===== src/rtl/msp_pkg.sv =====
// ============================================================================
// msp_pkg
// Shared types, constants and helper functions of the Mandelbrot pixel
// coloring block: controller states, command and status groups, saturating
// arithmetic and the sine palette contents.
// ============================================================================
package msp_pkg;

    // Sizing of the iteration loop and of the palette.
    localparam int MAX_ITERATIONS = 1000;
    localparam int PALETTE_SIZE   = 500;
    localparam int PERIOD_LEN     = 9;

    // Count holds up to the cap plus the two extra steps and the correction.
    localparam int CNT_W  = $clog2(MAX_ITERATIONS + 4);
    localparam int PAL_AW = $clog2(PALETTE_SIZE);
    localparam int NUM_W  = CNT_W + $clog2(PALETTE_SIZE + 1);
    localparam int MU_W   = CNT_W + 26;
    localparam int LOG_W  = 30;
    localparam int RGB_W  = 24;

    // Reciprocal of the iteration cap, exact for every numerator of NUM_W bits.
    localparam int DIV_SHIFT = NUM_W + $clog2(MAX_ITERATIONS);
    localparam logic [NUM_W:0] DIV_RECIP =
        (NUM_W + 1)'(((64'd1 << DIV_SHIFT) + 64'(MAX_ITERATIONS) - 64'd1)
                     / 64'(MAX_ITERATIONS));

    // Fixed point constants.
    localparam logic signed [63:0] INT64_MAX = {1'b0, {63{1'b1}}};
    localparam logic signed [63:0] INT64_MIN = {1'b1, {63{1'b0}}};
    localparam logic signed [63:0] FOUR_Q40  = 64'sd4 <<< 40;
    localparam logic [LOG_W-1:0]   LOG_41    = LOG_W'(41) << 24;
    localparam logic [LOG_W-1:0]   LOG_40    = LOG_W'(40) << 24;
    localparam logic [LOG_W-1:0]   LOG_24    = LOG_W'(24) << 24;
    localparam logic [LOG_W-1:0]   LOG_ONE   = LOG_W'(1) << 24;
    localparam logic [MU_W-1:0]    LOG_C     = MU_W'(8871228);

    // Configuration register indexes.
    typedef enum logic [1:0] {
        REG_START_REAL = 2'd0,
        REG_TOP_IMAG   = 2'd1,
        REG_STEP_REAL  = 2'd2,
        REG_STEP_IMAG  = 2'd3
    } cfg_reg_t;

    // Controller states.
    typedef enum logic [4:0] {
        ST_FILL,
        ST_IDLE,
        ST_CMUL,
        ST_CADD,
        ST_MXY,
        ST_WXY,
        ST_UPD,
        ST_MXX,
        ST_WXX,
        ST_MYY,
        ST_WYY,
        ST_CHK,
        ST_LOG1,
        ST_WLOG1,
        ST_LOG2,
        ST_WLOG2,
        ST_MU,
        ST_DIVI,
        ST_DIV,
        ST_PAL,
        ST_LOAD
    } state_t;

    // Log unit sequencer states.
    typedef enum logic [1:0] {
        LG_IDLE,
        LG_NORM,
        LG_SQ
    } log_state_t;

    // Operand pairs of the fixed point multiplier.
    typedef enum logic [1:0] {
        MUL_XY,
        MUL_XX,
        MUL_YY
    } mul_sel_t;

    // Operand of the log unit.
    typedef enum logic {
        LOG_SUM,
        LOG_L1
    } log_sel_t;

    // Commands from the controller to the datapath.
    typedef struct packed {
        logic     capture;
        logic     fill_we;
        logic     c_mul;
        logic     c_add;
        logic     mul_start;
        mul_sel_t mul_sel;
        logic     upd_zc;
        logic     step_upd;
        logic     set_inside;
        logic     count_inc;
        logic     log_start;
        log_sel_t log_sel;
        logic     mu_calc;
        logic     div_init;
        logic     div_step;
        logic     pal_read;
        logic     out_load;
    } ctrl_cmd_t;

    // Status from the datapath to the controller.
    typedef struct packed {
        logic fill_last;
        logic mul_done;
        logic log_done;
        logic cycle_hit;
        logic escaped;
        logic cap_hit;
        logic is_inside;
        logic out_busy;
    } dp_status_t;

    // Sum clamped to the signed 64 bit range.
    function automatic logic signed [63:0] sat_add(input logic signed [63:0] a,
                                                   input logic signed [63:0] b);
        logic signed [63:0] s;
        s = a + b;
        if (a[63] == b[63] && s[63] != a[63]) begin
            s = a[63] ? INT64_MIN : INT64_MAX;
        end
        return s;
    endfunction

    // Difference clamped to the signed 64 bit range.
    function automatic logic signed [63:0] sat_sub(input logic signed [63:0] a,
                                                   input logic signed [63:0] b);
        logic signed [63:0] s;
        s = a - b;
        if (a[63] != b[63] && s[63] != a[63]) begin
            s = a[63] ? INT64_MIN : INT64_MAX;
        end
        return s;
    endfunction

    // Clamp a 46 bit value to the signed 32 bit range.
    function automatic logic signed [31:0] sat32(input logic signed [45:0] v);
        logic signed [31:0] r;
        if (v > 46'sh0000_7FFF_FFFF) begin
            r = 32'sh7FFF_FFFF;
        end else if (v < -46'sh0000_8000_0000) begin
            r = -32'sh8000_0000;
        end else begin
            r = v[31:0];
        end
        return r;
    endfunction

    // Palette generation, evaluated at elaboration only.
    localparam longint unsigned Q30_ONE     = 64'd1073741824;
    localparam longint unsigned PIHALF_Q30  = 64'd1686629713;
    localparam longint unsigned PAL_PERIOD  = 64'(12 * PALETTE_SIZE);
    localparam longint unsigned PAL_QUARTER = 64'(3 * PALETTE_SIZE);

    typedef logic [RGB_W-1:0] palette_t [PALETTE_SIZE];

    // Sine of one palette phase in Q30, odd Taylor series in nested form.
    function automatic longint sine_q30(input longint unsigned q_in);
        longint unsigned q, quad, rem, r, x, x2, t, s;
        q    = q_in % PAL_PERIOD;
        quad = q / PAL_QUARTER;
        rem  = q % PAL_QUARTER;
        r    = quad[0] ? PAL_QUARTER - rem : rem;
        if (r == 0) begin
            s = 0;
        end else if (r == PAL_QUARTER) begin
            s = Q30_ONE;
        end else begin
            x  = (r * PIHALF_Q30) / PAL_QUARTER;
            x2 = (x * x) >> 30;
            t  = Q30_ONE;
            t  = Q30_ONE - ((x2 * t) >> 30) / 156;
            t  = Q30_ONE - ((x2 * t) >> 30) / 110;
            t  = Q30_ONE - ((x2 * t) >> 30) / 72;
            t  = Q30_ONE - ((x2 * t) >> 30) / 42;
            t  = Q30_ONE - ((x2 * t) >> 30) / 20;
            t  = Q30_ONE - ((x2 * t) >> 30) / 6;
            s  = (x * t) >> 30;
            if (s > Q30_ONE) begin
                s = Q30_ONE;
            end
        end
        return (quad >= 2) ? -longint'(s) : longint'(s);
    endfunction

    // One 8 bit color channel, phase advanced by k thirds of a turn.
    function automatic logic [7:0] pal_chan(input longint unsigned i,
                                            input longint unsigned k);
        longint s, v;
        s = sine_q30(64'd12 * i + 64'd4 * k * 64'(PALETTE_SIZE));
        v = s * 127 + (longint'(128) <<< 30);
        return 8'(v >>> 30);
    endfunction

    function automatic palette_t build_palette();
        palette_t pal;
        for (int i = 0; i < PALETTE_SIZE; i++) begin
            pal[i] = {pal_chan(64'(i), 64'd1), pal_chan(64'(i), 64'd0),
                      pal_chan(64'(i), 64'd2)};
        end
        return pal;
    endfunction

    localparam palette_t PALETTE = build_palette();

endpackage


===== src/rtl/msp_ctrl.sv =====
// ============================================================================
// msp_ctrl
// Controller: palette load after reset, pixel setup, escape loop, the two
// extra steps, log correction, palette lookup and output load.
// ============================================================================
module msp_ctrl (
    input  logic                aclk,
    input  logic                aresetn,
    input  logic                s_tvalid,
    output logic                s_tready,
    input  msp_pkg::dp_status_t status,
    output msp_pkg::ctrl_cmd_t  cmd
);
    import msp_pkg::*;

    state_t     state_reg;
    state_t     state_next;
    logic [1:0] extra_reg;
    logic [1:0] extra_next;

    // Next state.
    always_comb begin
        state_next = state_reg;
        extra_next = extra_reg;
        case (state_reg)
            ST_FILL:  if (status.fill_last) state_next = ST_IDLE;
            ST_IDLE: begin
                if (s_tvalid) begin
                    state_next = ST_CMUL;
                    extra_next = 2'd0;
                end
            end
            ST_CMUL:  state_next = ST_CADD;
            ST_CADD:  state_next = ST_MXY;
            ST_MXY:   state_next = ST_WXY;
            ST_WXY:   if (status.mul_done) state_next = ST_UPD;
            ST_UPD:   state_next = ST_MXX;
            ST_MXX:   state_next = ST_WXX;
            ST_WXX:   if (status.mul_done) state_next = ST_MYY;
            ST_MYY:   state_next = ST_WYY;
            ST_WYY:   if (status.mul_done) state_next = ST_CHK;
            ST_CHK: begin
                if (extra_reg == 2'd0) begin
                    // Main loop: orbit cycle or cap means inside.
                    if (status.cycle_hit || status.cap_hit) begin
                        state_next = ST_LOAD;
                    end else if (status.escaped) begin
                        state_next = ST_MXY;
                        extra_next = 2'd1;
                    end else begin
                        state_next = ST_MXY;
                    end
                end else if (extra_reg == 2'd2) begin
                    state_next = ST_LOG1;
                end else begin
                    state_next = ST_MXY;
                    extra_next = 2'd2;
                end
            end
            ST_LOG1:  state_next = ST_WLOG1;
            ST_WLOG1: if (status.log_done) state_next = ST_LOG2;
            ST_LOG2:  state_next = ST_WLOG2;
            ST_WLOG2: if (status.log_done) state_next = ST_MU;
            ST_MU:    state_next = ST_DIVI;
            ST_DIVI:  state_next = status.is_inside ? ST_LOAD : ST_DIV;
            ST_DIV:   state_next = ST_PAL;
            ST_PAL:   state_next = ST_LOAD;
            ST_LOAD:  if (!status.out_busy) state_next = ST_IDLE;
            default:  state_next = ST_IDLE;
        endcase
    end

    // Commands.
    always_comb begin
        cmd         = '0;
        cmd.mul_sel = MUL_XY;
        cmd.log_sel = LOG_SUM;
        s_tready    = 1'b0;
        case (state_reg)
            ST_FILL: cmd.fill_we = 1'b1;
            ST_IDLE: begin
                s_tready    = 1'b1;
                cmd.capture = s_tvalid;
            end
            ST_CMUL: cmd.c_mul = 1'b1;
            ST_CADD: cmd.c_add = 1'b1;
            ST_MXY: begin
                cmd.mul_start = 1'b1;
                cmd.mul_sel   = MUL_XY;
            end
            ST_UPD: cmd.upd_zc = 1'b1;
            ST_MXX: begin
                cmd.mul_start = 1'b1;
                cmd.mul_sel   = MUL_XX;
            end
            ST_MYY: begin
                cmd.mul_start = 1'b1;
                cmd.mul_sel   = MUL_YY;
            end
            ST_CHK: begin
                if (extra_reg != 2'd0) begin
                    cmd.count_inc = 1'b1;
                end else if (status.cycle_hit) begin
                    cmd.set_inside = 1'b1;
                end else begin
                    cmd.step_upd = 1'b1;
                end
            end
            ST_LOG1: begin
                cmd.log_start = 1'b1;
                cmd.log_sel   = LOG_SUM;
            end
            ST_LOG2: begin
                cmd.log_start = 1'b1;
                cmd.log_sel   = LOG_L1;
            end
            ST_MU:   cmd.mu_calc  = 1'b1;
            ST_DIVI: cmd.div_init = 1'b1;
            ST_DIV:  cmd.div_step = 1'b1;
            ST_PAL:  cmd.pal_read = 1'b1;
            ST_LOAD: cmd.out_load = !status.out_busy;
            default: ;
        endcase
    end

    always_ff @(posedge aclk) begin
        if (!aresetn) begin
            state_reg <= ST_FILL;
            extra_reg <= 2'd0;
        end else begin
            state_reg <= state_next;
            extra_reg <= extra_next;
        end
    end

endmodule


===== config.mk =====
export PLATFORM = sky130hd
export DESIGN_NAME = msp_ctrl
export DESIGN_NICKNAME = d
export VERILOG_FILES = /design/src/rtl/msp_pkg.sv /design/src/rtl/msp_ctrl.sv
export SDC_FILE = /design/constraint.sdc
export NUM_CORES = 1
export LEC_CHECK = 0
export BUFFER_PORTS_ARGS = -buffer_cell sky130_fd_sc_hd__buf_2
export CELL_PAD_IN_SITES_DETAIL_PLACEMENT = 1
export CELL_PAD_IN_SITES_GLOBAL_PLACEMENT = 2
export CORE_MARGIN = 3
export CORE_UTILIZATION = 27
export CTS_CLUSTER_SIZE = 30
export DETAILED_ROUTE_END_ITERATION = 6
export PLACE_DENSITY_LB_ADDON = 0.25
export SLEW_MARGIN = 20
export SYNTH_ARGS = -nofsm -noshare
export SYNTH_HDL_FRONTEND = slang
export SYNTH_SLANG_ARGS = --single-unit

===== constraint.sdc =====
create_clock -name aclk -period 5.2 [get_ports aclk]
set_input_delay 1.04 -clock aclk [delete_from_list [all_inputs] [get_ports aclk]]
set_output_delay 1.04 -clock aclk [all_outputs]
set_load 0.03 [all_outputs]

== Word level (Yosys, flattened, before mapping) ==
Cells that the tools add are included.
Operators by class
  reductions and logical operators: 8
  multiplexer cells: 37
  equal/unequal tests: 32
Operators by type and width (number)
  case mux 5 bit (21 select lines): 1
  2-to-1 mux 5 bit: 10
  equality test 5 x 4 -> 1 bit (second input constant): 8
  equality test 5 bit (second input constant): 5
  equality test 5 x 3 -> 1 bit (second input constant): 4
  inequality test 2 bit (second input constant): 8
  2-to-1 mux 1 bit: 14
  2-to-1 mux 2 bit: 6
  equality test 5 x 2 -> 1 bit (second input constant): 2
  inequality test 3 bit (second input constant): 3
  case mux 3 bit (3 select lines): 1
  case mux 2 bit (2 select lines): 2
  AND reduction 8 bit: 1
  2-to-1 mux 3 bit: 2
  equality test 5 x 1 -> 1 bit (second input constant): 1
  logical NOT 5 bit: 1
  AND reduction 5 bit: 1
  2-to-1 mux 4 bit: 1
  nonzero test 2 bit: 2
  equality test 2 bit (second input constant): 1
  logical NOT 2 bit: 1
  logical NOT 1 bit: 1
  logical OR 1 bit: 1
Word-level totals
  input port bits: 11
  register bits: 7
  word-level logic and storage cells: 79
  output and inout port bits: 19

== Longest topological paths before layout ==
Gate-level depths: netlist of the first run.
  depth after elaboration: 4
  gate-level depth with buffers: 6
  mapped depth without buffers: 4

== Worst setup path after synthesis of the first run ==
No wires, ideal clock.
  path kind: input to output
  start: input s_tvalid
  end: output cmd[17] (netlist bit)
  path slack: 2.371 ns
  arrival: 1.789 ns
  path buffers: 0
  stages: 2
  data required time: 4.160 ns
  path through: inv_1 > nor3_1
RTL lines
  from (decl): RTL line msp_ctrl.sv:9  | input logic s_tvalid,
  to (decl): RTL line msp_ctrl.sv:12  | output msp_pkg::ctrl_cmd_t cmd

==> reports/qor.yml, run 1 <==
flow_run:
  drv_cap: 0
sta:
  max_freq_mhz: 330
  fin_tns_setup_ps: 0
  drv_slew: 0
  rsz0062_at_grt: "false"
  final.period_utilization_pct: 58.4
  worst_hold_slack_ps: 553
  fin_crit_ps: 3030
  tightest_slew_ps: 647
  setup_viol: 0
  timing.final.hold_violations: 0
  fin_skew_ps: 3.63
  slew_headroom_pct: 56.8
place:
  place_congestion: 0.719
  postPlaceCellArea_um2: 873
  dpl.cell_count: 153
  dp.final_hpwl_um: 1800
  port_buffers: 29
floorplanning:
  num_io_pins: 30
  dieArea_mm2: 0.00351
  row_count: 18
  core_area_mm2: 0.00259
  die_h_um: 59.3
  initial_core_util_pct: 29.6
  die_x_um: 59.3
routing:
  drc: 0
  drt_iter0_drc: 26
  dr.pass1.iters: 4
  via_per_inst: 5.48
  wl_per_cell_um: 15.2
  ant_nets: 0
  wirelength_um: 2390
  via_count: 861
run_status:
  status: "finished clean"
global_routing:
  grt_overflow: 0
  busiest_layer: "met2"
  grt_pass1_vias: 831
  track_usage_pct: 15.0
  grt_use_met2_pct: 22.8
  antenna_found_initial: 0
  grtUsageMet3_pct: 1.74
  grtUsageMet1_pct: 22.7
  grt_max_degree: 23
  grt_pass1_wl_um: 4170
clocking:
  clk_path_buf_depth: 2
  clock_sinks: 7
  cts_resized: 0
  numCtsBuffers: 3
  cts.clk_slew.worst_paths_ps: 50
  clk_latency_ps: 240
  cts_setup_buffers: 0
  root_buffer: "clkbuf_4"
  htreeDepth: 1
  cts_tree: "yes"
  cts-hold-fix-buffers: 0
synth:
  syn_nets: 118
  avgSynthCellArea_um2: 7.16
  synth_area_um2: 766
  synth-edff-count: 0
  yosys.area.top_type: "dfxtp_1"
  async_flop_share_pct: 0
  yosys_register_bits: 7
  syn-instance-count: 107
  yosys-top-cells-count: "nor2_1 (14), nand2_1 (10), nor3_1 (8), dfxtp_1 (7), clkbuf_1 (5)"
  synth_area_leaders: "dfxtp_1 (18%), nor2_1 (6.9%), nor3_1 (5.2%)"
  seq_area_frac_synth_pct: 18.3
  yosys.area.top_type_share_pct: 18.3
  synth-main-ff-cell: "dfxtp_1"
  synth_cell_types: 44
  yosys_warnings: 0
  synth.most_common_cell: "nor2_1"
setup_path:
  endpoint_kind: "output port"
  cp.arrival_ps: 1990
  max_stage_delay_ps: 690
  critical-path-slowest-cell: "dfxtp_1"
  critPathTopFamily: "simple AND/OR/NAND/NOR gates"
  path_buf_inv: 1
  crit_path_start_kind: "flip-flop"
  critical_path_class: "flip-flop to output port"
  worstPathCellList: "nand4b_1 > nor4_1 > nor2b_1 > buf_2"
  required_ps: 4160
  path_max_fanout: 20
cells_and_area:
  antenna_cells: 0
  fin_area_um2: 900
  drive_gt1_share_pct: 28.3
  area_delta_synth_final_pct: 17.5
  largest_reg_flops: 5
  fill_cells: 348
  stdcell_count: 157
  fin_nets: 139
power_and_ir_drop:
  finalPower_mw: 0.246
  p_leak_nw: 0.409
  peakVddDrop_uv: 127
  p_per_area_mw_per_mm2: 273
hold_path:
  hp-class: "flip-flop to flip-flop"
through the flow:
stage	setup WS, ps	utilization (%)
finish	2170	34.7
floorplan	2370	-
global route	1910	34.7
CTS	2180	34.7
global placement	2490	33.7
detailed placement	2450	33.7
routing by layer:
metal	vias up	wire length (um)
met2	23	1150
met5	-	0
met4	0	0
met3	0	134
met1	407	1110
li1	431	-
logic make-up (layout without fill, tap and decap cells):
logic type / count (synthesis) / in the layout / synth area share [%]
simple gates: 57 / 57 / 41.8
buf+inv: 15 / 35 / 10.8
compound gates: 25 / 25 / 25.0
flops: 7 / 7 / 18.3
mux: 3 / 3 / 4.08
cell type report:
class	count	area (um2)	area share (%)
Timing Repair Buffer	29	145	16.1
Clock buffer	4	26.3	2.92
Inverter	2	7.51	0.834
Tap cell	30	37.5	4.17
Sequential cell	7	140	15.6
Multi-Input combinational cell	85	543	60.4
cells in the final DEF (no fill, tap or decap), types with 2 or more instances in the layout:
master / instances
nor2b_1: 2
o21a_1: 2
and3b_1: 2
mux2i_1: 2
buf_2: 29
dfxtp_1: 7
a21oi_1: 4
nor4b_1: 2
a21boi_1: 2
or3_1: 2
inv_1: 2
nor2_1: 14
nor3b_1: 4
o21ai_1: 2
nand2b_1: 3
clkbuf_4: 3
o31ai_1: 2
nor3_1: 8
o21ai_0: 2
nand2_1: 10
o211a_1: 2
power breakdown:
| group | switching, mW | internal, mW |
|---|---|---|
| Combinational | 0.0705 | 0.0412 |
| Clock | 0.0187 | 0.0292 |
| Sequential | 0.0265 | 0.0595 |
worst paths after layout:
| check | start | to | slack, ps | depth (start not counted) |
|---|---|---|---|---|
| worst max register to register | state_reg[2] | state_reg[2] | 3090 | 4 |
| worst max-delay path | state_reg[3] | cmd[9] | 2170 | 4 |
| worst min register to register | extra_reg[0] | extra_reg[1] | 550 | 2 |
| worst min-delay path | extra_reg[0] | extra_reg[1] | 550 | 2 |
worst reg2reg max path, cell delays in order, from the launching register on:
cell,delay (ps)
dfxtp_1,730
or4b_4,570
o22ai_2,220
or3_1,270
mux2i_1,240
Power figures use the tool's default switching activity.
==> run 2, diff against run 1 <==
--- a/config.mk
+++ b/config.mk
@@ -9,7 +9,7 @@
 export CELL_PAD_IN_SITES_DETAIL_PLACEMENT = 1
 export CELL_PAD_IN_SITES_GLOBAL_PLACEMENT = 2
 export CORE_MARGIN = 3
-export CORE_UTILIZATION = 27
+export CORE_UTILIZATION = 25
 export CTS_CLUSTER_SIZE = 30
 export DETAILED_ROUTE_END_ITERATION = 6
 export PLACE_DENSITY_LB_ADDON = 0.25
==> constraint.sdc (replaced) <==
create_clock -name aclk -period 3.1 [get_ports aclk]
set_input_delay 0.62 -clock aclk [delete_from_list [all_inputs] [get_ports aclk]]
set_output_delay 0.62 -clock aclk [all_outputs]
set_load 0.03 [all_outputs]
==> run 2 against run 1 <==
Effect of this change:
- final cell count rose by 1.3%
- final area grew 0.97%
- highest routed layer is now met4
- largest power group unchanged
- combinational power up 67%
- die area increased by 7.2%
==> reports/qor.yml, run 2 (synthesis gave the netlist of run 1 again) <==
run_status:
  status: "finished clean"
power_and_ir_drop:
  finalPower_mw: 0.415
  p_per_area_mw_per_mm2: 457
  peakVddDrop_uv: 151
  p_leak_nw: 0.415
floorplanning:
  core_area_mm2: 0.00283
  die_h_um: 61.3
  die_x_um: 61.3
  num_io_pins: 30
  initial_core_util_pct: 27.1
  dieArea_mm2: 0.00376
  row_count: 19
cells_and_area:
  fin_area_um2: 908
  largest_reg_flops: 5
  area_delta_synth_final_pct: 18.6
  antenna_cells: 0
  multiInputGateArea_um2: 543
  final_cell_mix: "buf_2 (29), nor2_1 (14), nand2_1 (10)"
  fill_cells: 355
  fin_nets: 140
  regArea_um2: 140
  drive_gt1_share_pct: 28.9
  final_common_cell: "buf_2"
sta:
  timing.final.hold_violations: 0
  rsz0062_at_grt: "false"
  fin_crit_ps: 2660
  setup_viol: 0
  timing.final.ws_setup_ps: 436
  worst_hold_slack_ps: 531
  max_freq_mhz: 375
  tightest_slew_ps: 683
  fin_skew_ps: 0.556
  drv_slew: 0
  fin_tns_setup_ps: 0
  final.period_utilization_pct: 85.9
  slew_headroom_pct: 54.4
routing:
  drc: 0
  dr.pass1.iters: 4
  via_per_inst: 5.38
  wirelength_um: 2430
  drt_iter0_drc: 39
  via_count: 855
  ant_nets: 0
  wl_per_cell_um: 15.3
setup_path:
  required_ps: 2480
  timing.critical_path.from: "state_reg[1]"
  path_max_fanout: 19
  cp.arrival_ps: 2040
  endpoint_kind: "output port"
  r2r-start: "state_reg[2]"
  crit_path_start_kind: "flip-flop"
  critical_path_class: "flip-flop to output port"
clocking:
  clock_sinks: 7
  root_buffer: "clkbuf_4"
  cts-hold-fix-buffers: 0
  numCtsBuffers: 3
  htreeDepth: 1
  cts_resized: 0
  clk_path_buf_depth: 2
  cts_tree: "yes"
  cts_setup_buffers: 0
  clk_latency_ps: 250
  cts.clk_slew.worst_paths_ps: 50
place:
  port_buffers: 29
  postPlaceCellArea_um2: 882
  dp_slack_ps: 729
  dp.final_hpwl_um: 1770
  place_congestion: 0.756
hold_path:
  hp-class: "flip-flop to flip-flop"
  hp-start: "extra_reg[0]"
flow_run:
  drv_cap: 0
global_routing:
  grt_max_degree: 23
  grt_pass1_wl_um: 3770
  track_usage_pct: 13.2
  grt_overflow: 0
  antenna_found_initial: 0
  grt_pass1_vias: 774
[run 2: cell count changes in the layout (fill, tap and decap cells not counted), sizes merged]
cell / previous run / this run
buf: 29 / 30
[run 2: layout make-up]
type	instances	area share, %
sequential	7	15.4
tap	31	4.27
inverter	2	0.826
clock buffer	4	2.89
timing repair buffer	30	16.8
multi-input combinational	85	59.8
[run 2: power by group]
part / switching (mW) / internal, mW
Combinational: 0.118 / 0.0692
Clock: 0.0344 / 0.0492
Sequential: 0.0451 / 0.0997
[run 2: path summary, 6_finish.rpt]
check	cells past startpoint	end	slack (ps)
worst max-delay path	4	cmd[9]	440
worst min-delay path	2	extra_reg[1]	530
worst max register to register	4	state_reg[2]	950
worst min register to register	2	extra_reg[1]	530
[run 2: critical path, cell delays in order (launching register included)]
cell	delay (ps)
dfxtp_1	710
nand4b_1	290
nor4_1	410
nor2b_1	180
buf_2	200
[run 2: per-layer routing]
layer  global-route usage [%]  share of wire [%]  routed length (um)  up-vias
li1                         -                  -                   -      433
met1                     20.1                 50                1210      398
met2                     19.6                 46                1120       20
met3                     1.89                4.0                  97        4
met4                     2.73               0.66                  16        0
met5                        0                  0                   0        -
[run 2: per-stage QoR]
step                      util [%]  cells
after floorplan                  -    107
after global placement        31.2    155
after detailed placement      31.2    155
after CTS                     32.1    159
after global routing          32.1    159
final                         32.1    159
==> run 3, diff against run 2 <==
--- a/config.mk
+++ b/config.mk
@@ -8,10 +8,11 @@
 export BUFFER_PORTS_ARGS = -buffer_cell sky130_fd_sc_hd__buf_2
 export CELL_PAD_IN_SITES_DETAIL_PLACEMENT = 1
 export CELL_PAD_IN_SITES_GLOBAL_PLACEMENT = 2
-export CORE_MARGIN = 3
 export CORE_UTILIZATION = 25
+export CTS_BUF_LIST = sky130_fd_sc_hd__clkbuf_4 sky130_fd_sc_hd__clkbuf_8 sky130_fd_sc_hd__clkbuf_16
 export CTS_CLUSTER_SIZE = 30
 export DETAILED_ROUTE_END_ITERATION = 6
+export GPL_ROUTABILITY_DRIVEN = 0
 export PLACE_DENSITY_LB_ADDON = 0.25
 export SLEW_MARGIN = 20
 export SYNTH_ARGS = -nofsm -noshare
==> run 3 against run 2 <==
Effect of this change:
- the flow now finishes with violations (DRC)
- first-iteration DRC count unchanged
- combinational power is 7% higher
- clock power grew 12%
- clock-buffer cell count did not move
- worst hold slack improved by 4.1 ps
- wire length is 1.2% higher
- highest routed layer unchanged
- largest cell class unchanged
==> reports/qor.yml, run 3 (synthesis gave the netlist of run 1 again) <==
power_and_ir_drop:
  p_leak_nw: 0.429
  combPwrFrac_pct: 46.5
  p_switching_mw: 0.200
  swShare_pct: 46.4
  finalPower_mw: 0.432
  power_frac_seq_pct: 31.9
  peakVddDrop_uv: 166
  p_int_mw: 0.232
  p_per_area_mw_per_mm2: 466
  clkPwrFrac_pct: 21.6
sta:
  max_freq_mhz: 384
  setup_viol: 0
  timing.final.hold_violations: 0
  timing.final.ws_setup_ps: 495
  final.period_utilization_pct: 84.0
  worst_hold_slack_ps: 535
  drv_slew: 0
  fin_skew_ps: 7.95
  slew_headroom_pct: 58.1
  fin_tns_setup_ps: 0
  rsz0062_at_grt: "false"
  tightest_slew_ps: 628
  fin_crit_ps: 2600
setup_path:
  critPathTopFamily: "simple AND/OR/NAND/NOR gates"
  endpoint_kind: "output port"
  critical_path_class: "flip-flop to output port"
  max_stage_delay_ps: 720
  required_ps: 2480
  crit_path_start_kind: "flip-flop"
  r2r-start: "state_reg[1]"
  worstPathCellList: "nand4b_1 > nor4_1 > and2_1 > buf_2"
  reg2reg_to: "state_reg[1]"
  worstSetupPathDepth: 4
  cp.arrival_ps: 1980
  rrSetupSlack_ps: 1020
  path_max_fanout: 19
  ff2ff_path_depth: 4
  critical-path-slowest-cell: "dfxtp_1"
  path_buf_inv: 1
routing:
  ant_nets: 0
  drc: 3
  wl_per_cell_um: 15.3
  drt_iter0_drc: 39
  via_count: 880
  wirelength_um: 2460
  dr.pass1.iters: 7
  via_per_inst: 5.47
cells_and_area:
  largest_reg_flops: 5
  final_common_cell: "buf_2"
  area_delta_synth_final_pct: 21.1
  antenna_cells: 0
  multiInputGateArea_um2: 543
  final_cell_mix: "buf_2 (29), nor2_1 (14), nand2_1 (10)"
  regArea_um2: 140
  drive_gt1_share_pct: 30.8
  fin_nets: 142
  fin_area_um2: 927
  fill_cells: 380
floorplanning:
  die_h_um: 57.3
  dieArea_mm2: 0.00329
  initial_core_util_pct: 27.1
  num_io_pins: 30
  row_count: 19
  core_area_mm2: 0.00283
  die_x_um: 57.3
flow_run:
  drv_cap: 0
global_routing:
  grt_pass1_vias: 861
  antenna_found_initial: 0
  grt_pass1_wl_um: 3920
  grt_max_degree: 20
  track_usage_pct: 15.2
  grt_overflow: 0
run_status:
  status: "finished with violations"
  failed_checks: "DRC"
hold_path:
  hp-start: "extra_reg[0]"
  worst_hold_path.endpoint: "extra_reg[1]"
  hold_depth: 2
  hp-class: "flip-flop to flip-flop"
clocking:
  clk_path_buf_depth: 2
  cts_tree: "yes"
  htreeDepth: 1
  clock_sinks: 7
  cts-hold-fix-buffers: 0
  cts_resized: 0
  numCtsBuffers: 3
  cts_setup_buffers: 0
  clk_latency_ps: 250
  root_buffer: "clkbuf_4"
  cts.clk_slew.worst_paths_ps: 60
place:
  dp_slack_ps: 822
  postPlaceCellArea_um2: 897
  port_buffers: 29
  dp.final_hpwl_um: 1810
## run 3: worst max path at each step
stage,startpoint,to
2_1_floorplan,state_reg[3],cmd[12]
3_3_place_gp,state_reg[1],cmd[9]
3_5_place_dp,state_reg[1],cmd[8]
4_1_cts,state_reg[1],cmd[8]
5_1_grt,state_reg[1],cmd[9]
6_report,state_reg[1],cmd[8]
## run 3: layout make-up
type	count	area share, %
inverter	2	0.810
timing repair buffer	32	18.1
clock buffer	4	3.24
sequential	7	15.1
multi-input combinational	85	58.6
tap	31	4.18
## run 3: worst min-delay path: stages, from the launching register on
cell,delay [ps]
dfxtp_1,360
nand2_1,80
a21boi_1,50
## run 3: power groups by stage
| stage | combinational [mW] | clock, mW | sequential, mW |
|---|---|---|---|
| 2_1_floorplan | 0.189 | 0 | 0.108 |
| 3_3_place_gp | 0.203 | 0 | 0.137 |
| 5_1_grt | 0.220 | 0.103 | 0.140 |
| 3_5_place_dp | 0.203 | 0 | 0.138 |
| 6_report | 0.201 | 0.0933 | 0.138 |
| 4_1_cts | 0.204 | 0.0968 | 0.136 |
## run 3: through the flow
step,std cells,utilization [%]
2_1_floorplan,107,-
3_3_place_gp,157,31.7
3_5_place_dp,157,31.7
4_1_cts,161,32.8
5_1_grt,161,32.8
6_report,161,32.8
## run 3: per-layer routing
layer  part of all wire [%]  track usage (%)  wire length, um  vias up
met3                    3.7             2.27               91        2
met5                      0                0                0        -
met1                     49             20.1             1200      426
met2                     47             25.7             1160       17
met4                   0.41             4.18               10        0
li1                       -                -                -      435
